==> config.mk <==
export PLATFORM = sky130hd
export DESIGN_NAME = weighted_utilisation_monitor_top
export DESIGN_NICKNAME = d
export VERILOG_FILES = /design/src/design/wum_pkg.sv /design/src/design/weighted_utilisation_monitor_top.sv
export SDC_FILE = /design/constraint.sdc
export NUM_CORES = 2
export LEC_CHECK = 0
export BUFFER_PORTS_ARGS = -buffer_cell sky130_fd_sc_hd__buf_2
export CORE_ASPECT_RATIO = 0.6
export CORE_MARGIN = 2
export CORE_UTILIZATION = 45
export CTS_BUF_LIST = sky130_fd_sc_hd__clkbuf_16
export DETAILED_ROUTE_END_ITERATION = 8
export GPL_ROUTABILITY_DRIVEN = 1
export GPL_TIMING_DRIVEN = 0
export SLEW_MARGIN = 5
export SYNTH_ARGS = -nofsm -noshare
export SYNTH_HDL_FRONTEND = slang
export SYNTH_SLANG_ARGS = --single-unit
==> constraint.sdc <==
create_clock -name i_clk -period 12.58 [get_ports i_clk]
set_clock_uncertainty 0.05 [all_clocks]
set_input_delay 0.629 -clock i_clk [delete_from_list [all_inputs] [get_ports i_clk]]
set_output_delay 0.629 -clock i_clk [all_outputs]
set_load 0.01 [all_outputs]
==> src/design/wum_pkg.sv <==
`default_nettype none

package wum_pkg;

    // event codes carried in the input tuser
    typedef enum logic [1:0] {
        OP_SET_ACTIVE  = 2'd0,
        OP_SET_COMPUTE = 2'd1,
        OP_CLEAR_FLAGS = 2'd2,
        OP_SAMPLE      = 2'd3
    } t_opcode;

    // register word indexes on the config port
    localparam logic REG_TIME_SHIFT     = 1'b0;
    localparam logic REG_COMPUTE_WEIGHT = 1'b1;

    localparam int unsigned TDATA_IN_W  = 64;
    localparam int unsigned TUSER_IN_W  = 2;
    localparam int unsigned TDATA_OUT_W = 112;
    localparam int unsigned STAMP_W     = 63;
    localparam int unsigned TOTAL_W     = 32;
    localparam int unsigned SHIFT_W     = 5;
    localparam int unsigned WEIGHT_W    = 10;
    localparam int unsigned UTIL_W      = 7;
    localparam int unsigned WSUM_W      = 17;
    localparam int unsigned DIV_CNT_W   = 4;

    localparam logic [TOTAL_W-1:0]   PERCENT         = 32'd100;
    localparam logic [TOTAL_W-1:0]   PERCENT_SQUARED = 32'd10000;
    localparam logic [WEIGHT_W-1:0]  WEIGHT_RESET    = 10'd100;
    localparam logic [DIV_CNT_W-1:0] DIV_LAST        = 4'd15;

    // sequencer states
    typedef enum logic [3:0] {
        S_IDLE,
        S_DIFF,
        S_ADD,
        S_DELTA,
        S_MBASE,
        S_DBASE,
        S_MSHARE,
        S_DSHARE,
        S_MW1,
        S_MW2,
        S_MUTIL,
        S_DUTIL,
        S_DONE
    } t_state;

    // two restoring-division steps: returns {remainder, quotient/dividend}
    function automatic logic [63:0] div_step2(input logic [31:0] rem,
                                              input logic [31:0] quo,
                                              input logic [31:0] dvs);
        logic [32:0] trial;
        logic [31:0] r;
        logic [31:0] q;
        r = rem;
        q = quo;
        for (int k = 0; k < 2; k++) begin
            trial = {r, q[31]};
            q = {q[30:0], 1'b0};
            if (trial >= {1'b0, dvs}) begin
                r    = 32'(trial - {1'b0, dvs});
                q[0] = 1'b1;
            end else begin
                r = trial[31:0];
            end
        end
        return {r, q};
    endfunction

endpackage

`default_nettype wire

==> src/design/weighted_utilisation_monitor_top.sv <==
// Non-sample events: ready again after S_DIFF and S_ADD, no result.
// Sample events: S_DELTA through S_DUTIL follow S_ADD, then S_DONE writes the result
// word; one event at a time, and a sample waits in its last state while the
// previous result word is still unaccepted.
// The sample time is set by one shared 2-bit-per-cycle divider run three times
// and one shared 32x32 multiplier used five times.
// Synchronous active-low reset clears totals, snapshots, flags, stamp and
// restores time_shift = 0, compute_weight = 100.
`default_nettype none

module weighted_utilisation_monitor_top (
    input  wire logic                                 i_clk,
    input  wire logic                                 i_rst_n,
    // slave stream
    input  wire logic                                 s_axis_tvalid,
    output logic                                      s_axis_tready,
    // [62:0] timestamp, [63] flag_value
    input  wire logic [wum_pkg::TDATA_IN_W-1:0]       s_axis_tdata,
    // [1:0] opcode
    input  wire logic [wum_pkg::TUSER_IN_W-1:0]       s_axis_tuser,
    // master stream
    output logic                                      m_axis_tvalid,
    input  wire logic                                 m_axis_tready,
    // [6:0] utilisation, [7] compute_boost, [39:8] busy_delta,
    // [71:40] idle_delta, [103:72] compute_delta, [104] compute_exceeds_busy,
    // [111:105] zero
    output logic [wum_pkg::TDATA_OUT_W-1:0]           m_axis_tdata,
    // config port
    input  wire logic                                 psel,
    input  wire logic                                 penable,
    input  wire logic                                 pwrite,
    input  wire logic [2:0]                           paddr,
    input  wire logic [31:0]                          pwdata,
    output logic [31:0]                               prdata,
    output logic                                      pready
);
    import wum_pkg::*;

    t_state r_state, n_state;

    // config registers
    logic [SHIFT_W-1:0]  r_time_shift;
    logic [WEIGHT_W-1:0] r_compute_weight;

    // accumulation state
    logic [STAMP_W-1:0] r_last_stamp;
    logic [TOTAL_W-1:0] r_busy_total, r_idle_total, r_compute_total;
    logic [TOTAL_W-1:0] r_busy_snap, r_idle_snap, r_compute_snap;
    logic               r_active_flag, r_compute_flag;

    // captured event word
    t_opcode            r_op;
    logic [STAMP_W-1:0] r_now;
    logic               r_flag;

    // accumulate pipeline
    logic [TOTAL_W-1:0] r_units;
    logic               r_fwd;

    // sample datapath
    logic [TOTAL_W-1:0] r_busy, r_idle, r_comp;
    logic [TOTAL_W-1:0] r_base;
    logic [UTIL_W-1:0]  r_share;
    logic [TOTAL_W-1:0] r_prod;
    logic [WSUM_W-1:0]  r_wsum;

    // shared divider
    logic [TOTAL_W-1:0]   r_rem, r_quo, r_dvs;
    logic [DIV_CNT_W-1:0] r_cnt;
    logic [63:0]          div_next;
    logic                 div_last;

    // output word
    logic                   r_m_valid;
    logic [TDATA_OUT_W-1:0] r_m_data;

    // shared multiplier
    logic [TOTAL_W-1:0] mul_a, mul_b;
    logic [63:0]        mul_full;
    logic [TOTAL_W-1:0] mul_lo;

    logic [TOTAL_W-1:0] span;
    logic [TOTAL_W-1:0] busy_div;
    logic [TOTAL_W-1:0] elapsed;
    logic [UTIL_W-1:0]  quo_clamped;
    logic               cfg_wr;
    logic               in_take;
    logic               out_free;

    assign s_axis_tready = (r_state == S_IDLE);
    assign in_take       = s_axis_tvalid && s_axis_tready;
    assign m_axis_tvalid = r_m_valid;
    assign m_axis_tdata  = r_m_data;
    assign out_free      = !r_m_valid || m_axis_tready;

    // config port: registers decoded on the word address bit
    assign pready = 1'b1;
    assign cfg_wr = psel && penable && pwrite && pready;

    always_comb begin
        unique case (paddr[2])
            REG_TIME_SHIFT:     prdata = {27'd0, r_time_shift};
            REG_COMPUTE_WEIGHT: prdata = {22'd0, r_compute_weight};
            default:            prdata = '0;
        endcase
    end

    always_ff @(posedge i_clk) begin
        if (!i_rst_n) begin
            r_time_shift     <= '0;
            r_compute_weight <= WEIGHT_RESET;
        end else if (cfg_wr) begin
            if (paddr[2] == REG_TIME_SHIFT) begin
                r_time_shift <= pwdata[SHIFT_W-1:0];
            end else begin
                r_compute_weight <= pwdata[WEIGHT_W-1:0];
            end
        end
    end

    // shared multiplier operand select, low 32 bits kept
    always_comb begin
        unique case (r_state)
            S_MBASE: begin
                mul_a = r_busy;
                mul_b = PERCENT;
            end
            S_MSHARE: begin
                mul_a = r_comp;
                mul_b = PERCENT;
            end
            S_MW1: begin
                mul_a = {22'd0, r_compute_weight};
                mul_b = {25'd0, r_share};
            end
            S_MW2: begin
                mul_a = PERCENT - {25'd0, r_share};
                mul_b = PERCENT;
            end
            S_MUTIL: begin
                mul_a = r_base;
                mul_b = {15'd0, r_wsum + {3'd0, r_prod[13:0]}};
            end
            default: begin
                mul_a = '0;
                mul_b = '0;
            end
        endcase
    end

    assign mul_full = mul_a * mul_b;
    assign mul_lo   = mul_full[TOTAL_W-1:0];

    // divisors, with zero replaced by one
    assign span     = (r_busy + r_idle == '0) ? 32'd1 : r_busy + r_idle;
    assign busy_div = (r_busy == '0) ? 32'd1 : r_busy;

    assign div_next    = div_step2(r_rem, r_quo, r_dvs);
    assign div_last    = (r_cnt == DIV_LAST);
    assign quo_clamped = (div_next[31:0] > PERCENT) ? UTIL_W'(PERCENT)
                                                   : div_next[UTIL_W-1:0];

    assign elapsed = r_now[TOTAL_W-1:0] - r_last_stamp[TOTAL_W-1:0];

    // state register
    always_ff @(posedge i_clk) begin
        if (!i_rst_n) begin
            r_state <= S_IDLE;
        end else begin
            r_state <= n_state;
        end
    end

    // next state
    always_comb begin
        n_state = r_state;
        unique case (r_state)
            S_IDLE:   if (in_take) n_state = S_DIFF;
            S_DIFF:   n_state = S_ADD;
            S_ADD:    n_state = (r_op == OP_SAMPLE) ? S_DELTA : S_IDLE;
            S_DELTA:  n_state = S_MBASE;
            S_MBASE:  n_state = S_DBASE;
            S_DBASE:  if (div_last) n_state = S_MSHARE;
            S_MSHARE: n_state = S_DSHARE;
            S_DSHARE: if (div_last) n_state = S_MW1;
            S_MW1:    n_state = S_MW2;
            S_MW2:    n_state = S_MUTIL;
            S_MUTIL:  n_state = S_DUTIL;
            S_DUTIL:  if (div_last) n_state = S_DONE;
            S_DONE:   if (out_free) n_state = S_IDLE;
            default:  n_state = S_IDLE;
        endcase
    end

    // event capture
    always_ff @(posedge i_clk) begin
        if (in_take) begin
            r_op   <= t_opcode'(s_axis_tuser);
            r_now  <= s_axis_tdata[STAMP_W-1:0];
            r_flag <= s_axis_tdata[STAMP_W];
        end
    end

    // elapsed time: backwards time blocks the update
    always_ff @(posedge i_clk) begin
        if (r_state == S_DIFF) begin
            r_fwd   <= (r_now >= r_last_stamp);
            r_units <= elapsed >> r_time_shift;
        end
    end

    // totals, flags, stamp and snapshots
    always_ff @(posedge i_clk) begin
        if (!i_rst_n) begin
            r_last_stamp    <= '0;
            r_busy_total    <= '0;
            r_idle_total    <= '0;
            r_compute_total <= '0;
            r_busy_snap     <= '0;
            r_idle_snap     <= '0;
            r_compute_snap  <= '0;
            r_active_flag   <= 1'b0;
            r_compute_flag  <= 1'b0;
        end else if (r_state == S_ADD) begin
            if (r_fwd) begin
                r_last_stamp <= r_now;
                if (r_active_flag) begin
                    r_busy_total <= r_busy_total + r_units;
                end else begin
                    r_idle_total <= r_idle_total + r_units;
                end
                if (r_compute_flag) begin
                    r_compute_total <= r_compute_total + r_units;
                end
            end
            unique case (r_op)
                OP_SET_ACTIVE:  r_active_flag <= r_flag;
                OP_SET_COMPUTE: r_compute_flag <= r_flag;
                OP_CLEAR_FLAGS: begin
                    r_active_flag  <= 1'b0;
                    r_compute_flag <= 1'b0;
                end
                OP_SAMPLE: ;
                default: ;
            endcase
        end else if (r_state == S_DELTA) begin
            r_busy_snap    <= r_busy_total;
            r_idle_snap    <= r_idle_total;
            r_compute_snap <= r_compute_total;
        end
    end

    // sample sequence on the shared multiplier and divider
    always_ff @(posedge i_clk) begin
        unique case (r_state)
            S_DELTA: begin
                r_busy <= r_busy_total - r_busy_snap;
                r_idle <= r_idle_total - r_idle_snap;
                r_comp <= r_compute_total - r_compute_snap;
            end
            S_MBASE: begin
                r_rem <= '0;
                r_quo <= mul_lo;
                r_dvs <= span;
                r_cnt <= '0;
            end
            S_MSHARE: begin
                r_rem <= '0;
                r_quo <= mul_lo;
                r_dvs <= busy_div;
                r_cnt <= '0;
            end
            S_MUTIL: begin
                r_rem <= '0;
                r_quo <= mul_lo;
                r_dvs <= PERCENT_SQUARED;
                r_cnt <= '0;
            end
            S_DBASE, S_DSHARE, S_DUTIL: begin
                r_rem <= div_next[63:32];
                r_quo <= div_next[31:0];
                r_cnt <= r_cnt + 1'b1;
                if (div_last && r_state == S_DBASE) begin
                    r_base <= div_next[31:0];
                end
                if (div_last && r_state == S_DSHARE) begin
                    r_share <= quo_clamped;
                end
            end
            S_MW1: r_prod <= mul_lo;
            S_MW2: begin
                r_wsum <= r_prod[WSUM_W-1:0];
                r_prod <= mul_lo;
            end
            default: ;
        endcase
    end

    // output word register
    always_ff @(posedge i_clk) begin
        if (!i_rst_n) begin
            r_m_valid <= 1'b0;
        end else if (r_state == S_DONE && out_free) begin
            r_m_valid <= 1'b1;
        end else if (m_axis_tready) begin
            r_m_valid <= 1'b0;
        end
    end

    // r_quo holds the final util quotient until the next sample
    always_ff @(posedge i_clk) begin
        if (r_state == S_DONE && out_free) begin
            r_m_data <= {7'd0,
                         (r_comp > r_busy),
                         r_comp,
                         r_idle,
                         r_busy,
                         (r_share != '0),
                         (r_quo > PERCENT) ? UTIL_W'(PERCENT) : r_quo[UTIL_W-1:0]};
        end
    end

endmodule

`default_nettype wire

# Yosys cells after proc, flatten, opt, wreduce, memory -nomap -nowiden
# Index checks and enable logic that the tools add are counted.
dict set report classes {
  eq_ne 21
  n_mux 24
  mul 1
  order_cmp 6
  n_bitwise 3
  n_addsub 13
  n_shift 1
  n_reduce_logical 34
  div 0
}
# operator count
set ops {}
lappend ops {{case mux 32 bit (2 select lines)} 3}
lappend ops {{subtractor 32 bit} 6}
lappend ops {{case mux 32 bit (5 select lines)} 1}
lappend ops {{adder 32 bit} 4}
lappend ops {{two-way mux 32 bit} 4}
lappend ops {{case mux 32 bit (3 select lines)} 1}
lappend ops {{greater-or-equal comparator 33 x 32 -> 1 bit} 2}
lappend ops {{greater-than comparator 32 x 7 -> 1 bit, second input constant} 2}
lappend ops {{logical NOT 32 bit} 2}
lappend ops {{greater-or-equal comparator 63 bit} 1}
lappend ops {{case mux 4 bit (13 select lines)} 1}
lappend ops {{case mux 17 bit (3 select lines)} 1}
lappend ops {{greater-than comparator 32 bit} 1}
lappend ops {{multiplier 32 x 17 -> 32 bit} 1}
lappend ops {{right shift 32 x 5 -> 32 bit} 1}
lappend ops {{equality test 4 bit, second input constant} 6}
lappend ops {{two-way mux 4 bit} 5}
lappend ops {{adder 17 x 14 -> 17 bit} 1}
lappend ops {{equality test 4 x 3 -> 1 bit, second input constant} 4}
lappend ops {{AND reduction 2 bit} 8}
lappend ops {{AND reduction 3 bit} 3}
lappend ops {{OR reduction 3 bit} 3}
lappend ops {{equality test 4 x 2 -> 1 bit, second input constant} 2}
lappend ops {{!= test 2 bit, second input constant} 4}
lappend ops {{21 further kinds} 36}
dict set report word_totals {
  out_inout_bits 147
  inputBits 108
  latch_bits 0
  mem_count 0
  word_cells 134
  reg_bits 750
  ramBits 0
  romBits 0
}

# Depth between registers and ports, before layout
dict set report logic_depth {
  depth_word 5
  ltp_mapped 38
  mapped_depth_nobuf 37
}

# Worst setup path before layout
# OpenSTA, ideal clock, no wires.
dict set report synth_path {
  path_type {register to register}
  start {register r_state[1]}
  end {register r_m_data[0], in the netlist m_axis_tdata[0], enable pin}
  t_arrival_ns 11.686
  path_stages_with_launch 9
  period_less_slack_ns 12.562
  setup_time_ns 0.827
  required_time_ns 11.703
  setup_slack_ns 0.018
  n_path_buf 7
  path_cell_list {dfxtp_1 -> buf_4 -> clkbuf_1 -> clkbuf_1 -> clkbuf_1 -> clkbuf_1 -> clkbuf_1 -> clkbuf_1 -> nor4_1}
}
dict set report synth_via {
  elab_chain_cells 2
}
# element line_no
set synth_lines {}
lappend synth_lines {{from (decl)} weighted_utilisation_monitor_top.sv:39} ;# t_state r_state, n_state;
lappend synth_lines {{from (signal assigned)} weighted_utilisation_monitor_top.sv:170} ;# r_state <= n_state;
lappend synth_lines {{equality test 4 bit} weighted_utilisation_monitor_top.sv:312} ;# if (r_state == S_DONE && out_free) begin
lappend synth_lines {{logical AND 1 bit} weighted_utilisation_monitor_top.sv:312}
lappend synth_lines {{to (signal assigned)} weighted_utilisation_monitor_top.sv:313} ;# r_m_data <= {7'd0,
lappend synth_lines {{to (decl)} weighted_utilisation_monitor_top.sv:75} ;# logic [TDATA_OUT_W-1:0] r_m_data;
# No other way between the ends.
# A chain may end at the register's enable or synchronous reset.

# Final worst setup path
dict set report layout_path {
  start {register r_state[1]}
  end {register r_quo[30], data pin}
}
dict set report layout_via {
  elab_chain_cells 5
  elab_cells_between_ends 15
  classes_between {mul: 1; eq/ne: 8; mux: 3; reduce/logical: 3}
}
# element line_no
set layout_lines {}
lappend layout_lines {{equality test 4 x 3 -> 1 bit or equality test 4 bit (tied branches)} {weighted_utilisation_monitor_top.sv:123, weighted_utilisation_monitor_top.sv:255}}
lappend layout_lines {{OR reduction 3 bit (no line)} --}
lappend layout_lines {{case mux 17 bit (3 select lines)} weighted_utilisation_monitor_top.sv:123} ;# unique case (r_state)
lappend layout_lines {{multiplier 32 x 17 -> 32 bit} weighted_utilisation_monitor_top.sv:151} ;# assign mul_full = mul_a * mul_b;
lappend layout_lines {{case mux 32 bit (2 select lines) *} weighted_utilisation_monitor_top.sv:255} ;# unique case (r_state)
lappend layout_lines {{to (signal assigned)} weighted_utilisation_monitor_top.sv:263} ;# r_quo <= mul_lo;
lappend layout_lines {{to (signal assigned)} weighted_utilisation_monitor_top.sv:269} ;# r_quo <= mul_lo;
lappend layout_lines {{to (signal assigned)} weighted_utilisation_monitor_top.sv:275} ;# r_quo <= mul_lo;
lappend layout_lines {{to (decl)} weighted_utilisation_monitor_top.sv:68} ;# logic [TOTAL_W-1:0] r_rem, r_quo, r_dvs;
# Mark *: on every way between the ends. The rest lies on a longest branch, timed or not.

==> impl_metrics.toml <==
[outcome]
status = "finished, final reports clean"

[flow_run]
cap_violations = 0

[logic_synthesis]
synth_top_family_by_area = "adder cells"
ys_top_cells_by_count = "nand2_1, inv_1, edfxtp_1, ha_1, nor2_1"
synth_seq_area_share = 0.3369
yosys.area_share.simple = 0.1614
synth_fa_ha_area_frac = 0.2113
ys_seq_elements = 750
yosysMostFrequentCell = "nand2_1"
synth_compound_area_frac = 0.1562
synthCells = 6444
synth_cell_types = 105
netlist_top_cells_area = "edfxtp_1, fa_1, ha_1"
synthXorXnorAreaFrac = 0.04736
synthDominantCellAreaShare = 0.2423
synthMuxAreaShare = 0.01976
syn_area_per_cell_um2 = 9.097
yosys.area.top_type = "edfxtp_1"
synth_warnings = 0
synth_edf_count = 473
async_flop_share = 0
syn-cell-area_mm2 = 0.05862
synth_ff_type = "edfxtp_1"

[clocking]
cts_buffers = 78
ctsLongestPathBuffers = 3
cts_resized = 0
htreeDepth = 3
cts.reportedPaths.clkPinSlew_ps = 70
cts_root_buffer = "clkbuf_16"
clock_sinks = 750
clk_latency_ps = 730
cts_tree = "done"

[pwr]
leakage_nw = 26.91
peakVddDrop_mv = 0.1054
power_density_mw_per_mm2 = 93.94

[critical_path]
startpoint = "r_state[1]"
cp_common_cell = "clkbuf_1"
path_max_fanout = 10
startpoint_type = "flip-flop"
cp.required_ps = 12920
max_stage_delay_ps = 660
worst-endpoint-arrival_ps = 12280
r2r_start = "r_state[1]"
end_kind = "flip-flop"
critical-path-top-delay-family = "buffers and inverters"
criticalPathCategory = "reg -> reg"
cp_slowest_cell = "or4_1"
path_buf_inv = 10

[final_layout]
fillers = 12270
seqCellArea_mm2 = 0.01975
num-nets-final = 7679
final_util = 0.5023
layout-drive-gt1-share = 0.06767
multi_input_area_mm2 = 0.03511
areaGrowthSynthToFinish_pct = 10.67

[drt]
drtAntennaViolNets = 0
route.detailed.drc = 0
vias_per_cell = 5.729
wl_mm = 199.0
routed-via-count = 49070
drt-initial-drc-count = 6295
wire_per_inst_um = 23.24
dr.pass1.iters = 8

[sta]
hold_viol = 0
maxSlewHeadroom = 0.06862
worstMarginPinSlew_ps = 1386
clock.fmax_mhz = 83.73
grt_setup_unrepaired = "no"
final-max-slew-violation-count = 0
whs_ps = 36.69
finalSetupViolations = 0
period_needed_ps = 11940
finalCritPeriodShare = 0.9494

[placement]
dp_hpwl_mm = 160.8
portBuffers = 198
gp_congestion = 0.9939

[floorplanning]
dieHeight_um = 283.6
num_rows = 102
start_util = 0.4539
die_w_um = 470.0
dieArea_mm2 = 0.1333
core_area_mm2 = 0.1292
io-pin-count = 255

[global_route]
grt_pass1_wl_mm = 293.8
grt_usage = 0.2935
grt_max_degree = 61
grt_pass1_vias = 45150
overflow = 0
antenna_found_initial = 19

[worst_hold_path]
hold_path.class = "in -> reg"
hp-start = "s_axis_tdata[49]"
per-layer routing:
layer / wire length (µm) / GRT usage / vias to the layer above
li1: - / - / 22610
met1: 97150 / 0.4824 / 23730
met2: 70160 / 0.3621 / 2500
met3: 27620 / 0.09264 / 220
met4: 4047 / 0.05468 / 8
met5: 54 / 0 / -
per-stage QoR:
| step | std cells | total power, mW | cell area [µm²] | worst slack [ps] | setup TNS, ps |
|---|---|---|---|---|---|
| 6_report | 8565 | 6.095 | 64880 | 636.9 | 0 |
| 2_1_floorplan | 6472 | 3.368 | 58730 | 17.84 | 0 |
| 5_1_grt | 8559 | 6.300 | 64860 | 58.03 | 0 |
| 4_1_cts | 8557 | 6.105 | 64850 | 1109 | 0 |
| 3_5_place_dp | 8408 | 3.663 | 62180 | 1156 | 0 |
| 3_3_place_gp | 8386 | 3.654 | 61870 | -6953 | -728850 |
registers in the layout, indices dropped and copies added (netlist names), 5 cells and up:
name	count
r_wsum	17
r_share	7
r_units	32
r_last_stamp	63
r_prod	17
r_idle_snap	32
m_axis_tdata	105
r_busy_snap	32
r_compute_total	32
r_busy_total	32
r_compute_weight	10
r_quo	32
r_time_shift	5
r_compute_snap	32
r_comp	32
r_dvs	32
r_base	32
r_idle_total	32
r_idle	32
r_rem	32
r_busy	32
r_now	63
power breakdown:
group          internal [mW]  switching (mW)
Combinational          0.336           0.517
Clock                   1.33            1.12
Sequential              2.68           0.107
final timing paths:
path	endpoint	slack, ps	cells past startpoint
worst max-delay path	r_quo[30]	640	33
worst min-delay path	r_now[49]	40	1
worst max register to register	r_quo[30]	640	33
worst min register to register	r_wsum[14]	370	0
layout make-up:
type	count	area share
Antenna cell	7	0.0002700
Buffer	269	0.01755
Clock buffer	78	0.03008
Clock inverter	65	0.01003
Inverter	744	0.04304
Multi-Input combinational cell	4709	0.5412
Sequential cell	750	0.3044
Tap cell	1716	0.03309
Timing Repair Buffer	227	0.02036
timing repair:
action / in CTS / in global routing
setup endpoints to repair: 0 / 0
setup buffers: 0 / 0
hold buffers: 6 / 0
endpoints found under the hold margin: 6 / 0
cell usage in the layout, fill, tap and decap left out, types with 207 or more instances in the layout:
master / instances
nand2_1: 1023
inv_1: 752
edfxtp_1: 473
ha_1: 462
nor2_1: 338
fa_1: 330
a21oi_1: 308
o21ai_0: 280
dfxtp_1: 277
clkbuf_1: 207
cells by family (layout without fill, tap and decap cells):
| group | Yosys count | after routing |
|---|---|---|
| AOI/OAI and AO/OA | 1388 | 1388 |
| xor gates and xnor gates | 313 | 313 |
| adders and majority gates | 792 | 792 |
| buffers and inverters | 1013 | 1383 |
| DFF | 750 | 750 |
| muxes | 109 | 109 |
| other | 2 | 37 |
| and+or+nand+nor | 2077 | 2077 |
Note: power is estimated with default switching activity, not from simulation.
